## src/sv/clbf_pkg.sv

```systemverilog
// ----------------------------------------------------------------------------
// clbf_pkg
// Shared types and constants of the cache line Bloom filter: request and
// result structs, register indexes, action codes and controller states.
// ----------------------------------------------------------------------------
package clbf_pkg;

    // field and register widths
    localparam int HASH_W    = 32;
    localparam int WORD_W    = 64;
    localparam int CFG_W     = 24;
    localparam int REG_IDX_W = 2;
    localparam int LINE_SEL_W = 8;
    localparam int PROBE_W   = 8;
    localparam int COUNT_W   = 24;

    // probe step is the hash rotated right by STEP_ROT
    localparam int STEP_ROT  = 17;

    // serial remainder: two hash bits per cycle
    localparam int DIV_STEPS  = 16;
    localparam int WRAP_STEPS = 4;
    localparam int STEP_CNT_W = 4;

    localparam logic [COUNT_W-1:0] COUNT_MAX = {COUNT_W{1'b1}};

    // register indexes
    localparam logic [REG_IDX_W-1:0] REG_LINE_COUNT  = 2'd0;
    localparam logic [REG_IDX_W-1:0] REG_PROBE_COUNT = 2'd1;
    localparam logic [REG_IDX_W-1:0] REG_KEY_LIMIT   = 2'd2;

    // action codes
    localparam logic ACT_INSERT = 1'b0;
    localparam logic ACT_QUERY  = 1'b1;

    typedef struct packed {
        logic              action;
        logic [HASH_W-1:0] key_hash;
    } req_t;

    typedef struct packed {
        logic may_match;
        logic is_full;
    } rsp_t;

    typedef enum logic [2:0] {
        ST_CLEAR,
        ST_IDLE,
        ST_DIV,
        ST_WRAP,
        ST_SETUP,
        ST_READ,
        ST_TEST,
        ST_DONE
    } state_t;

    // rotate right by the probe step amount
    function automatic logic [HASH_W-1:0] probe_step(input logic [HASH_W-1:0] h);
        return (h >> STEP_ROT) | (h << (HASH_W - STEP_ROT));
    endfunction

endpackage

```

## src/sv/clbf_rem_lane.sv

```systemverilog
// ----------------------------------------------------------------------------
// clbf_rem_lane
// Serial remainder lane: while en is high, shifts in two dividend bits per cycle,
// msb first, and keeps the running remainder below the divisor by compare and subtract.
// ----------------------------------------------------------------------------
module clbf_rem_lane #(
    parameter int W = 8
) (
    input  logic         clk,
    input  logic         clr,
    input  logic         en,
    input  logic [1:0]   din,
    input  logic [W:0]   divisor,
    output logic [W-1:0] rem
);
    import clbf_pkg::*;

    logic [W-1:0] rem_reg;
    logic [W-1:0] rem_next;
    logic [W-1:0] rem_mid;

    // one restoring step
    function automatic logic [W-1:0] rem_step(
        input logic [W-1:0] r,
        input logic         b,
        input logic [W:0]   d
    );
        logic [W:0] t;
        t = {r, b};
        if (t >= d)
        begin
            t = t - d;
        end
        return t[W-1:0];
    endfunction

    // two steps per cycle, upper bit first
    always_comb
    begin
        rem_mid  = rem_step(rem_reg, din[1], divisor);
        rem_next = rem_step(rem_mid, din[0], divisor);
    end

    always_ff @(posedge clk)
    begin
        if (clr)
        begin
            rem_reg <= '0;
        end
        else if (en)
        begin
            rem_reg <= rem_next;
        end
    end

    assign rem = rem_reg;

endmodule
```

## config.mk

```make
export PLATFORM = sky130hd
export DESIGN_NAME = clbf_rem_lane
export DESIGN_NICKNAME = d
export VERILOG_FILES = /design/src/sv/clbf_pkg.sv /design/src/sv/clbf_rem_lane.sv
export SDC_FILE = /design/constraint.sdc
export NUM_CORES = 1
export LEC_CHECK = 0
export CAP_MARGIN = 20
export CORE_ASPECT_RATIO = 0.9
export CORE_MARGIN = 2
export CORE_UTILIZATION = 55
export CTS_BUF_LIST = sky130_fd_sc_hd__clkbuf_2 sky130_fd_sc_hd__clkbuf_4 sky130_fd_sc_hd__clkbuf_8
export CTS_CLUSTER_SIZE = 12
export DETAILED_ROUTE_END_ITERATION = 10
export DONT_BUFFER_PORTS = 1
export GPL_TIMING_DRIVEN = 0
export PLACE_DENSITY = 0.73
export SLEW_MARGIN = 20
export SYNTH_ARGS = -nofsm -noshare
export SYNTH_HDL_FRONTEND = slang
export SYNTH_SLANG_ARGS = --single-unit
```

## constraint.sdc

```tcl
create_clock -name clk -period 3.6 [get_ports clk]
set_clock_uncertainty 0.05 [all_clocks]
set_input_delay 0 -clock clk [delete_from_list [all_inputs] [get_ports clk]]
set_output_delay 0 -clock clk [all_outputs]
set_load 0.05 [all_outputs]
```

Yosys cells after proc, flatten, opt, wreduce, memory -nomap -nowiden
Cells that the tools add are included.
{"block": "classes", "shift": 0, "bitwise_logic": 0, "add_sub_neg": 2, "n_div": 0, "muxes": 2, "eq_ne": 0, "n_lt_le_gt_ge": 2, "n_reduce_logical": 0, "mul": 0}
{"cell": "9-bit greater-or-equal comparator", "n": 2}
{"cell": "8-bit two-way mux", "n": 2}
{"cell": "8-bit subtractor", "n": 2}
{"block": "word_totals", "latchBits": 0, "input_bits": 14, "reg_bits": 8, "mem_count": 0, "rom_bits": 0, "mem_bits_rw": 0}

Longest topological paths before layout
Gate-level depths: netlist of run 1.
{"block": "logic_depth", "ltp_word": 4, "mapped_depth": 17, "ltp_nobuf": 17}

Least setup slack after synthesis of run 1
Ideal clock, no wire load.
{"block": "synth_timing", "path_type": "flip-flop to flip-flop", "startpoint": "register rem_reg[0], in the netlist rem[0]", "endpoint": "register rem_reg[0], in the netlist rem[0]", "stages_incl_launch_ff": 15, "t_arrival_ns": 3.536, "slack_ns": -0.072, "synth_period_minus_slack_ns": 3.672, "n_path_buf": 1, "path_cell_list": "dfxtp_1 -> ha_1 -> nor2b_1 -> o211ai_2 -> a211oi_2 -> nand2b_1 -> buf_6 -> mux2_4 -> ha_1 -> o21ai_1 -> a21oi_1 -> o211ai_2 -> nand2_2 -> mux2_1 -> a211oi_1"}
{"block": "synth_between", "elab_chain_cells": 4, "word_cells_on_any_way": 5, "classes_between": "add/sub (1); order compare (2); mux (2)"}
{"item": "start, declared", "line_no": "clbf_rem_lane.sv:18", "rtl": "logic [W-1:0] rem_reg;"}
{"item": "start signal, assigned", "line_no": "clbf_rem_lane.sv:52", "rtl": "rem_reg <= rem_next;"}
{"item": "8-bit subtractor or 9-bit greater-or-equal comparator (tied branches)", "line_no": "clbf_rem_lane.sv:32, clbf_rem_lane.sv:30"}
{"item": "8-bit two-way mux *", "line_no": "clbf_rem_lane.sv:30", "rtl": "if (t >= d)"}
{"item": "9-bit greater-or-equal comparator *", "line_no": "clbf_rem_lane.sv:30"}
{"item": "8-bit two-way mux *", "line_no": "clbf_rem_lane.sv:30"}
Every way passes the cells marked *; elsewhere a longest branch is shown, timed or not.
A chain may end at the register's enable or synchronous reset.

Worst setup path after layout of run 1
{"block": "layout_timing", "startpoint": "register rem_reg[6], in the netlist rem[6]", "endpoint": "register rem_reg[3], in the netlist rem[3]"}
{"block": "layout_between", "elab_chain_cells": 4, "word_cells_on_any_way": 6, "classes_between": "add/sub (2); order compare (2); mux (2)"}
{"item": "9-bit greater-or-equal comparator or 8-bit subtractor (tied branches)", "line_no": "clbf_rem_lane.sv:30, clbf_rem_lane.sv:32"}
{"item": "8-bit two-way mux *", "line_no": "clbf_rem_lane.sv:30"}
{"item": "8-bit subtractor or 9-bit greater-or-equal comparator (tied branches)", "line_no": "clbf_rem_lane.sv:32, clbf_rem_lane.sv:30"}
{"item": "8-bit two-way mux *", "line_no": "clbf_rem_lane.sv:30"}
Marked as above.

==> results of run 1 <==
kinds of logic after synthesis:
family,Yosys count,share of synthesized area (%)
XOR/XNOR,7,4.87
multiplexers,4,4.17
AO/OA/AOI/OAI,56,31.5
adder cells (fa/ha/maj),20,21.1
flip-flops,8,12.7
buffers and inverters,22,7.16
AND/OR/NAND/NOR,44,18.5
power breakdown:
part	leakage [nW]	internal (W)	switching [W]
clock network	0.0138	0.0000382	0.0000320
registers	0.0709	0.000149	0.000184
logic	0.639	0.000562	0.000628
layout by cell type, fill, tap and decap left out, types with 2 or more instances in the layout:
| cell | instances |
|---|---|
| dfxtp_4 | 7 |
| o21ai_1 | 4 |
| a211oi_1 | 3 |
| xor2_1 | 4 |
| nand4_1 | 2 |
| buf_4 | 11 |
| xnor2_1 | 3 |
| o21bai_1 | 2 |
| o211ai_2 | 2 |
| a21o_1 | 5 |
| nand3_1 | 3 |
| a31oi_1 | 2 |
| clkbuf_4 | 3 |
| clkbuf_1 | 2 |
| o21a_1 | 2 |
| a41o_1 | 2 |
| a211o_1 | 2 |
| ha_4 | 8 |
| mux2_4 | 3 |
| a21oi_2 | 4 |
| nand2b_1 | 4 |
| and3_1 | 2 |
| nand2_1 | 4 |
| inv_1 | 19 |
| nor2_1 | 10 |
| a211oi_2 | 2 |
| ha_1 | 9 |
| dlygate4sd3_1 | 2 |
| a21oi_1 | 11 |
| o21ai_0 | 7 |
| nor3b_1 | 4 |
| o211ai_1 | 2 |
| nor3_1 | 6 |
area by class of cell:
cell class / instances / share of cell area, %
buffer: 3 / 1.17
sequential: 8 / 11.7
inverter: 19 / 4.46
multi-input combinational: 131 / 72.7
tap: 27 / 2.11
clock buffer: 3 / 1.41
timing repair buffer: 13 / 6.42
cells in the mapped netlist, drive strengths merged (3+ instances only):
cell type / count / share of area [%]
o211ai: 4 / 3.2
xor2: 4 / 2.8
xnor2: 3 / 2.1
mux2: 4 / 4.2
nor3b: 4 / 2.4
nor2: 11 / 3.3
nand2b: 5 / 2.5
ha: 18 / 18
nand2: 5 / 1.7
a21oi: 15 / 6.9
o21ai: 11 / 4.4
inv: 19 / 5.7
nor3: 7 / 2.8
a21o: 5 / 3.0
nand3: 3 / 1.2
dfxtp: 8 / 13
a211oi: 6 / 4.4
worst min-delay path: cells and delay by family:
kind,cells,cell delay [ns]
AO/OA/AOI/OAI,1,0.05
multiplexers,1,0.14
adder cells (fa/ha/maj),1,0.12
final timing paths:
| path | start | to | slack, ns |
|---|---|---|---|
| worst max-delay path | rem[6] | rem[3] | 0.06 |
| worst min-delay path | divisor[0] | rem[0] | 0.05 |
| worst max register to register | rem[6] | rem[3] | 0.06 |
| worst min register to register | rem[0] | rem[0] | 0.58 |
timing repair:
| item | in CTS | in global routing |
|---|---|---|
| hold buffers | 2 | 0 |
| setup buffers | 3 | 8 |
| pin swaps | 2 | 8 |
| resized for setup | 15 | 22 |
| setup endpoints to repair | 8 | 7 |
| endpoints found under the hold margin | 2 | 0 |
per-stage QoR:
step	hold slack [ns]	cells
floorplan	0.199	161
global placement	0.228	188
detailed placement	0.232	188
CTS	0.0413	196
global route	0.0616	204
finish	0.0468	204
per-layer routing:
metal,wire [um],share of wire [%],vias to the layer above
met1,1630,45,623
met3,153,4.2,7
met2,1770,49,40
li1,-,-,624
met4,58,1.6,0
met5,0,0,-
==> run summary, run 1 <==
vias in the first global route = 1099
Core Util, Final = 74.0%
crit-path max FO = 7
Slew headroom = 57.8%
die area = 0.00269 mm^2
detail-routed via count per cell = 6.34
first-pass GRT wire length = 4.95 mm
Tightest Pin Transition = 0.616 ns
Seq/Total Area, Yosys = 12.7%
Setup WS pre-CTS = -0.429 ns
max reg flops = 8
detailed-route via count = 1294
Max Transition Viols Final = 0
site row count = 16
Hold Crit Class = in -> reg
Startpoint Class = register
met1 usage = 35.4%
largest net degree at the start of global routing = 11
initial antenna violation count = 0
clock insertion delay at the later pin of the skew report = 0.26 ns
Post-Syn Instances = 161
CP max stage delay = 0.63 ns
minimum clock period = 3.54 ns
Slowest-stage cell, CP = a2111oi_0
fin crit share = 98.5%
busiest grt layer = met2
Distinct cells, synth = 42
core area = 0.00216 mm^2
Worst EP required = 3.75 ns
FF/Latch Area = 188 um^2
routed wire length per instance = 17.7 um
met3 Use GR = 0.920%
area grow syn2layout = 27.0%
power density cells = 996 mW/mm^2
Multi-input gate area = 0.00116 mm^2
Top-Level Pins = 22
gr usage total = 25.0%
Reg clk slew, reported paths = 0.05 ns
Routed Antenna Nets = 0
share of layout cells above drive strength 1 = 29.4%
Inserted Diodes = 0
Mapped Area = 0.00126 mm^2
number of flops mapped to enable cells by yosys = 0
initial core utilization = 58.2%
Synth Flop Type = dfxtp_1
WP depth = 12
delay-heaviest family, CP = compound AO/OA/AOI/OAI gates
DR iter-0 viols = 66
total chip power = 0.00159 W
Final GP Congestion = 0.800
Num CTS Buffers = 3
worst hold path depth = 3
Setup TNS = 0 ns
Lkg Pwr = 0.724 nW
CTS max path bufs = 2
total gr overflow = 0
Hold Violations, Final = 0
# DRC = 0
Peak VDD IR = 668 uV
port bufs = 0
clock sink total = 8
Max Clock Freq = 282 MHz
met2 usage = 38.8%
r2r worst-path depth = 12
H-Tree Depth = 1
Cell Chain, Critical Path = ha_4 -> nand4_1 -> a211oi_4 -> nand2b_4 -> buf_6 -> mux2_4 -> ha_4 -> o21ai_1 -> a21oi_2 -> o211ai_2 -> a2111oi_0 -> a211o_1
Avg Synthesized Cell Area = 7.82 um^2
kind of critical path = reg -> reg
Yosys reg bits = 8
fin area = 0.00160 mm^2
outcome = completed
CP Data Arrival Time = 3.69 ns
clock root buffer = clkbuf_4
synth warn = 0
CTS tree = done
Post-synth ARST share = 0%
Syn Nets = 195
Final Worst Setup Slack = 0.0556 ns
Max-Cap Viols = 0
Worst setup EP type = register
most frequent CP cell = ha_4
worst path buffer plus inverter count = 1
First-pass DRT Iterations = 4
fill cell count = 151
fin nets = 213
Routed WL = 3.61 mm
chip width = 54.4 um
Die Ht = 49.4 um
final setup fails = 0
HPWL Detailed = 2.43 mm
Cell Area, Placed = 0.00129 mm^2
No activity file was read; power rests on OpenSTA's default activity.
==> run 2, diff against run 1 <==
- BUFFER_PORTS_ARGS: default -> -buffer_cell sky130_fd_sc_hd__buf_2
- CORE_UTILIZATION: 55 -> 52
- DONT_BUFFER_PORTS: 1 -> default
- PLACE_DENSITY: 0.73 -> 0.78
==> run summary, run 2 (synthesis results as in run 1) <==
kind of critical path = reg -> reg
crit-path max FO = 7
fin crit share = 95.6%
Num CTS Buffers = 3
Inserted Diodes = 0
initial antenna violation count = 0
initial core utilization = 56.1%
fin area = 0.00150 mm^2
chip width = 55.9 um
Routed Antenna Nets = 0
gr usage total = 22.2%
detail-routed via count per cell = 5.88
Max Transition Viols Final = 0
total gr overflow = 0
sequential power share = 11.7%
Max-Cap Viols = 0
FF/Latch Area = 163 um^2
First-pass DRT Iterations = 4
minimum clock period = 3.44 ns
Lkg Pwr = 0.759 nW
Final Worst Setup Slack = 0.158 ns
Tightest Pin Transition = 0.466 ns
Peak VDD IR = 520 uV
Slew headroom = 68.1%
Die Ht = 50.7 um
H-Tree Depth = 1
share of layout cells above drive strength 1 = 25.7%
FF-to-FF setup slack = 0.16 ns
Cell Area, Placed = 0.00140 mm^2
port bufs = 20
Reg clk slew, reported paths = 0.05 ns
NetSw = 0.000772 W
Routed WL = 3.17 mm
Max Clock Freq = 291 MHz
max reg flops = 8
routed wire length per instance = 14.8 um
Hold Crit Class = in -> reg
r2r worst-path depth = 15
CP Data Arrival Time = 3.54 ns
Worst EP required = 3.70 ns
outcome = completed
power density cells = 946 mW/mm^2
reg2reg start = rem[0]
die area = 0.00283 mm^2
fill cell count = 194
detailed-route via count = 1259
clock sink total = 8
CTS tree = done
commonest non-fill, non-tap cell in the layout = buf_2
area grow syn2layout = 18.8%
largest net degree at the start of global routing = 11
site row count = 16
core area = 0.00224 mm^2
Setup crit end = rem[6]
clock insertion delay at the later pin of the skew report = 0.25 ns
vias in the first global route = 1223
# DRC = 0
total chip power = 0.00141 W
fin nets = 223
Combinational Power Share = 83.5%
Hold Violations, Final = 0
Multi-input gate area = 0.00106 mm^2
DR iter-0 viols = 31
most frequent cells in the layout = buf_2, inv_1, ha_1, a21oi_1, nor2_1
clock share of power = 4.8%
HPWL Detailed = 2.54 mm
CTS max path bufs = 2
Top-Level Pins = 22
final setup fails = 0
Startpoint Class = register
Final GP Congestion = 0.810
Internal = 0.000642 W
Fin Hold WS = 0.0516 ns
Worst setup EP type = register
Setup WS pre-CTS = -0.215 ns
first-pass GRT wire length = 5.11 mm
worst r2r dst = rem[6]
sw frac = 54.6%
CP startpoint = rem[0]
clock root buffer = clkbuf_4
[run 2: cell types whose count changed in the layout (fill, tap and decap cells not counted), moves of 2 or more]
cell           change
buf_2             +20
buf_4              -8
dfxtp_4            -7
ha_1               +7
dfxtp_1            +6
ha_4               -6
dlygate4sd3_1      -2
[run 2: final cells by class]
cell class,count,area share [%]
well taps,27,2.26
multi-input cells,131,71.1
clock buffers,3,1.51
repair buffers,23,8.20
inverters,19,4.77
flip-flops and latches,8,10.9
plain buffers,3,1.26
[run 2: how the worst min path moves through the flow]
stage / start / depth (start not counted) / slack (ns) / to
3_3_place_gp: din[0] / 4 / 0.33 / rem[0]
2_1_floorplan: din[1] / 2 / 0.20 / rem[1]
4_1_cts: din[0] / 4 / 0.08 / rem[0]
5_1_grt: din[1] / 3 / 0.07 / rem[1]
3_5_place_dp: din[0] / 4 / 0.34 / rem[0]
6_report: din[1] / 3 / 0.05 / rem[1]
[run 2: per-layer routing]
metal,track usage (%),routed length (um)
met1,30.2,1580
met2,37.5,1470
met3,0.258,69
met4,9.52,47
met5,0,0
[run 2: worst max-delay path: stages (launching register included)]
cell and delay, ns:
dfxtp_2 0.35, ha_1 0.30, nor2b_2 0.17, o211ai_2 0.22
a211oi_4 0.10, nand2b_1 0.17, buf_6 0.14, o21ai_1 0.19
inv_1 0.11, fa_1 0.46, a211oi_1 0.27, o21bai_1 0.13
a21oi_1 0.20, xnor2_1 0.09, a31o_2 0.24, a21o_1 0.14
[run 2: power groups by stage]
stage / Sequential [W] / Clock (W) / Combinational (W)
global route: 0.000169 / 0.0000717 / 0.00130
global placement: 0.000163 / 0 / 0.00104
floorplan: 0.000289 / 0 / 0.000741
detailed placement: 0.000167 / 0 / 0.00107
finish: 0.000165 / 0.0000685 / 0.00118
CTS: 0.000165 / 0.0000671 / 0.00110
[run 2: stage by stage]
step / utilization [%] / instances / setup TNS [ns]
after floorplan: - / 161 / 0
after global placement: 62.2 / 208 / -0.101
after detailed placement: 62.2 / 208 / -0.406
after CTS: 64.4 / 213 / 0
after global routing: 66.7 / 214 / -0.0119
final: 66.7 / 214 / 0
[run 2: timing repair]
item | CTS | global route
resized for setup | 2 | 10
setup buffers | 2 | 1
pin swaps | 1 | 1
hold buffers | 0 | 0
endpoints found under the setup margin | 4 | 5
==> run 3, diff against run 2 <==
- clock period: 3.6 -> 3.1 ns (I/O delays scaled with it)
==> run summary, run 3 (synthesis results as in run 1) <==
outcome = complete, but fails checks
failing checks = negative setup slack
max reg flops = 8
clock sink total = 8
Worst setup EP type = register
Fin Hold WS = 0.111 ns
worst r2r dst = rem[0]
Top-Level Pins = 22
chip width = 55.9 um
Setup WS pre-CTS = -0.347 ns
share of layout cells above drive strength 1 = 49.8%
RSZ-0062 raised after global routing = true
fin crit share = 109%
reg2reg start = rem[5]
sequential power share = 10.3%
final setup fails = 8
Core Util, Final = 83.6%
Reg clk slew, reported paths = 0.06 ns
hold wc startpoint = clr
gr usage total = 28.8%
port bufs = 20
crit-path max FO = 8
DR iter-0 viols = 106
first-pass GRT wire length = 6.37 mm
CTS tree = done
Hold Violations, Final = 0
Lkg Pwr = 0.851 nW
detailed-route via count = 1439
Routed Antenna Nets = 0
sw frac = 52.2%
Cell Area, Placed = 0.00150 mm^2
most frequent cells in the layout = buf_2, buf_4, inv_1, ha_4, a21oi_1
power density cells = 1170 mW/mm^2
largest net degree at the start of global routing = 11
Max-Cap Viols = 0
Final Worst Setup Slack = -0.291 ns
worst hold path depth = 2
Peak VDD IR = 930 uV
Routed WL = 4.31 mm
Max Clock Freq = 295 MHz
Top Layer Used = met4
clock root buffer = clkbuf_4
die area = 0.00283 mm^2
clock share of power = 4.5%
metal2 WL = 2.11 mm
HPWL Detailed = 2.70 mm
Slew headroom = 56.6%
Hold Crit Class = in -> reg
Num CTS Buffers = 3
detail-routed via count per cell = 6.26
Worst Hold End = rem[0]
commonest non-fill, non-tap cell in the layout = buf_2
kind of critical path = reg -> reg
routed wire length per instance = 18.7 um
r2r worst-path depth = 12
total gr overflow = 0
met1 wire length = 1.88 mm
CP startpoint = rem[5]
Combinational Power Share = 85.2%
FF-to-FF setup slack = -0.29 ns
NetSw = 0.00114 W
met3 wire length = 151 um
# DRC = 0
CP Data Arrival Time = 3.52 ns
Die Ht = 50.7 um
Setup TNS = -1.81 ns
minimum clock period = 3.39 ns
core area = 0.00224 mm^2
fin nets = 238
area grow syn2layout = 49.0%
Max Transition Viols Final = 0
CTS max path bufs = 2
clock insertion delay at the later pin of the skew report = 0.26 ns
Startpoint Class = register
First-pass DRT Iterations = 4
vias in the first global route = 1406
H-Tree Depth = 1
initial antenna violation count = 0
site row count = 16
initial core utilization = 56.1%
Inserted Diodes = 0
Internal = 0.00105 W
Final GP Congestion = 0.799
fin area = 0.00188 mm^2
Worst EP required = 3.23 ns
Tightest Pin Transition = 0.649 ns
hold-fix buffers at CTS = 0
-- run 3: cell count changes in the layout (fill, tap and decap cells not counted), moves of 3 or more --
cell and change:
ha_1 -10, ha_4 +10, dfxtp_4 +4, buf_4 +15, o21ai_0 -4, a211oi_1 -3, a211oi_2 +3, dfxtp_1 -6
-- run 3: timing repair --
action | in CTS | in global routing
buffers inserted | 14 | 5
pin swaps | 19 | 7
cloned | 0 | 0
endpoints found under the setup margin | 8 | 8
gates resized for setup | 26 | 17
-- run 3: per-stage QoR --
step,cells,power [W]
after detailed placement,208,0.00155
after global placement,208,0.00151
after global routing,230,0.00231
after CTS,225,0.00191
after floorplan,161,0.00130
final,230,0.00219
-- run 3: how the worst max path moves through the flow --
stage	end	slack, ns	cells after the start
2_1_floorplan	rem[0]	-0.12	13
3_3_place_gp	rem[0]	-0.29	14
3_5_place_dp	rem[6]	-0.35	15
4_1_cts	rem[6]	-0.08	14
5_1_grt	rem[0]	-0.34	14
6_report	rem[0]	-0.29	12
-- run 3: worst max-delay path, cell delays in order, from the launching register on --
cell and delay, ns:
dfxtp_4 0.35, ha_4 0.29, a21oi_1 0.08, o21ai_0 0.51, a21oi_2 0.12, nand2b_4 0.16, mux2_4 0.35, ha_4 0.25
a41o_1 0.25, o211ai_2 0.26, nand2_4 0.13, mux2_4 0.33, a211oi_2 0.17
-- run 3: power groups by stage --
stage | logic (W) | registers [W] | clock network, W
after floorplan | 0.000941 | 0.000355 | 0
after global placement | 0.00130 | 0.000207 | 0
after detailed placement | 0.00134 | 0.000211 | 0
final | 0.00186 | 0.000226 | 0.0000979
after CTS | 0.00159 | 0.000217 | 0.0000975
after global routing | 0.00198 | 0.000230 | 0.0000997
-- run 3: cell type report --
cell class | count | area, um^2
Inverter | 19 | 71.3
Fill cell | 132 | 367
Timing Repair Buffer | 39 | 246
Multi-Input combinational cell | 131 | 1310
Buffer | 2 | 7.51
Clock buffer | 4 | 30.0
Sequential cell | 8 | 180
Tap cell | 27 | 33.8
-- run 3: layer usage --
metal / track usage, % / vias up
li1: - / 677
met1: 35.7 / 685
met2: 52.4 / 56
met3: 0.515 / 21
met4: 13.1 / 0
met5: 0 / -
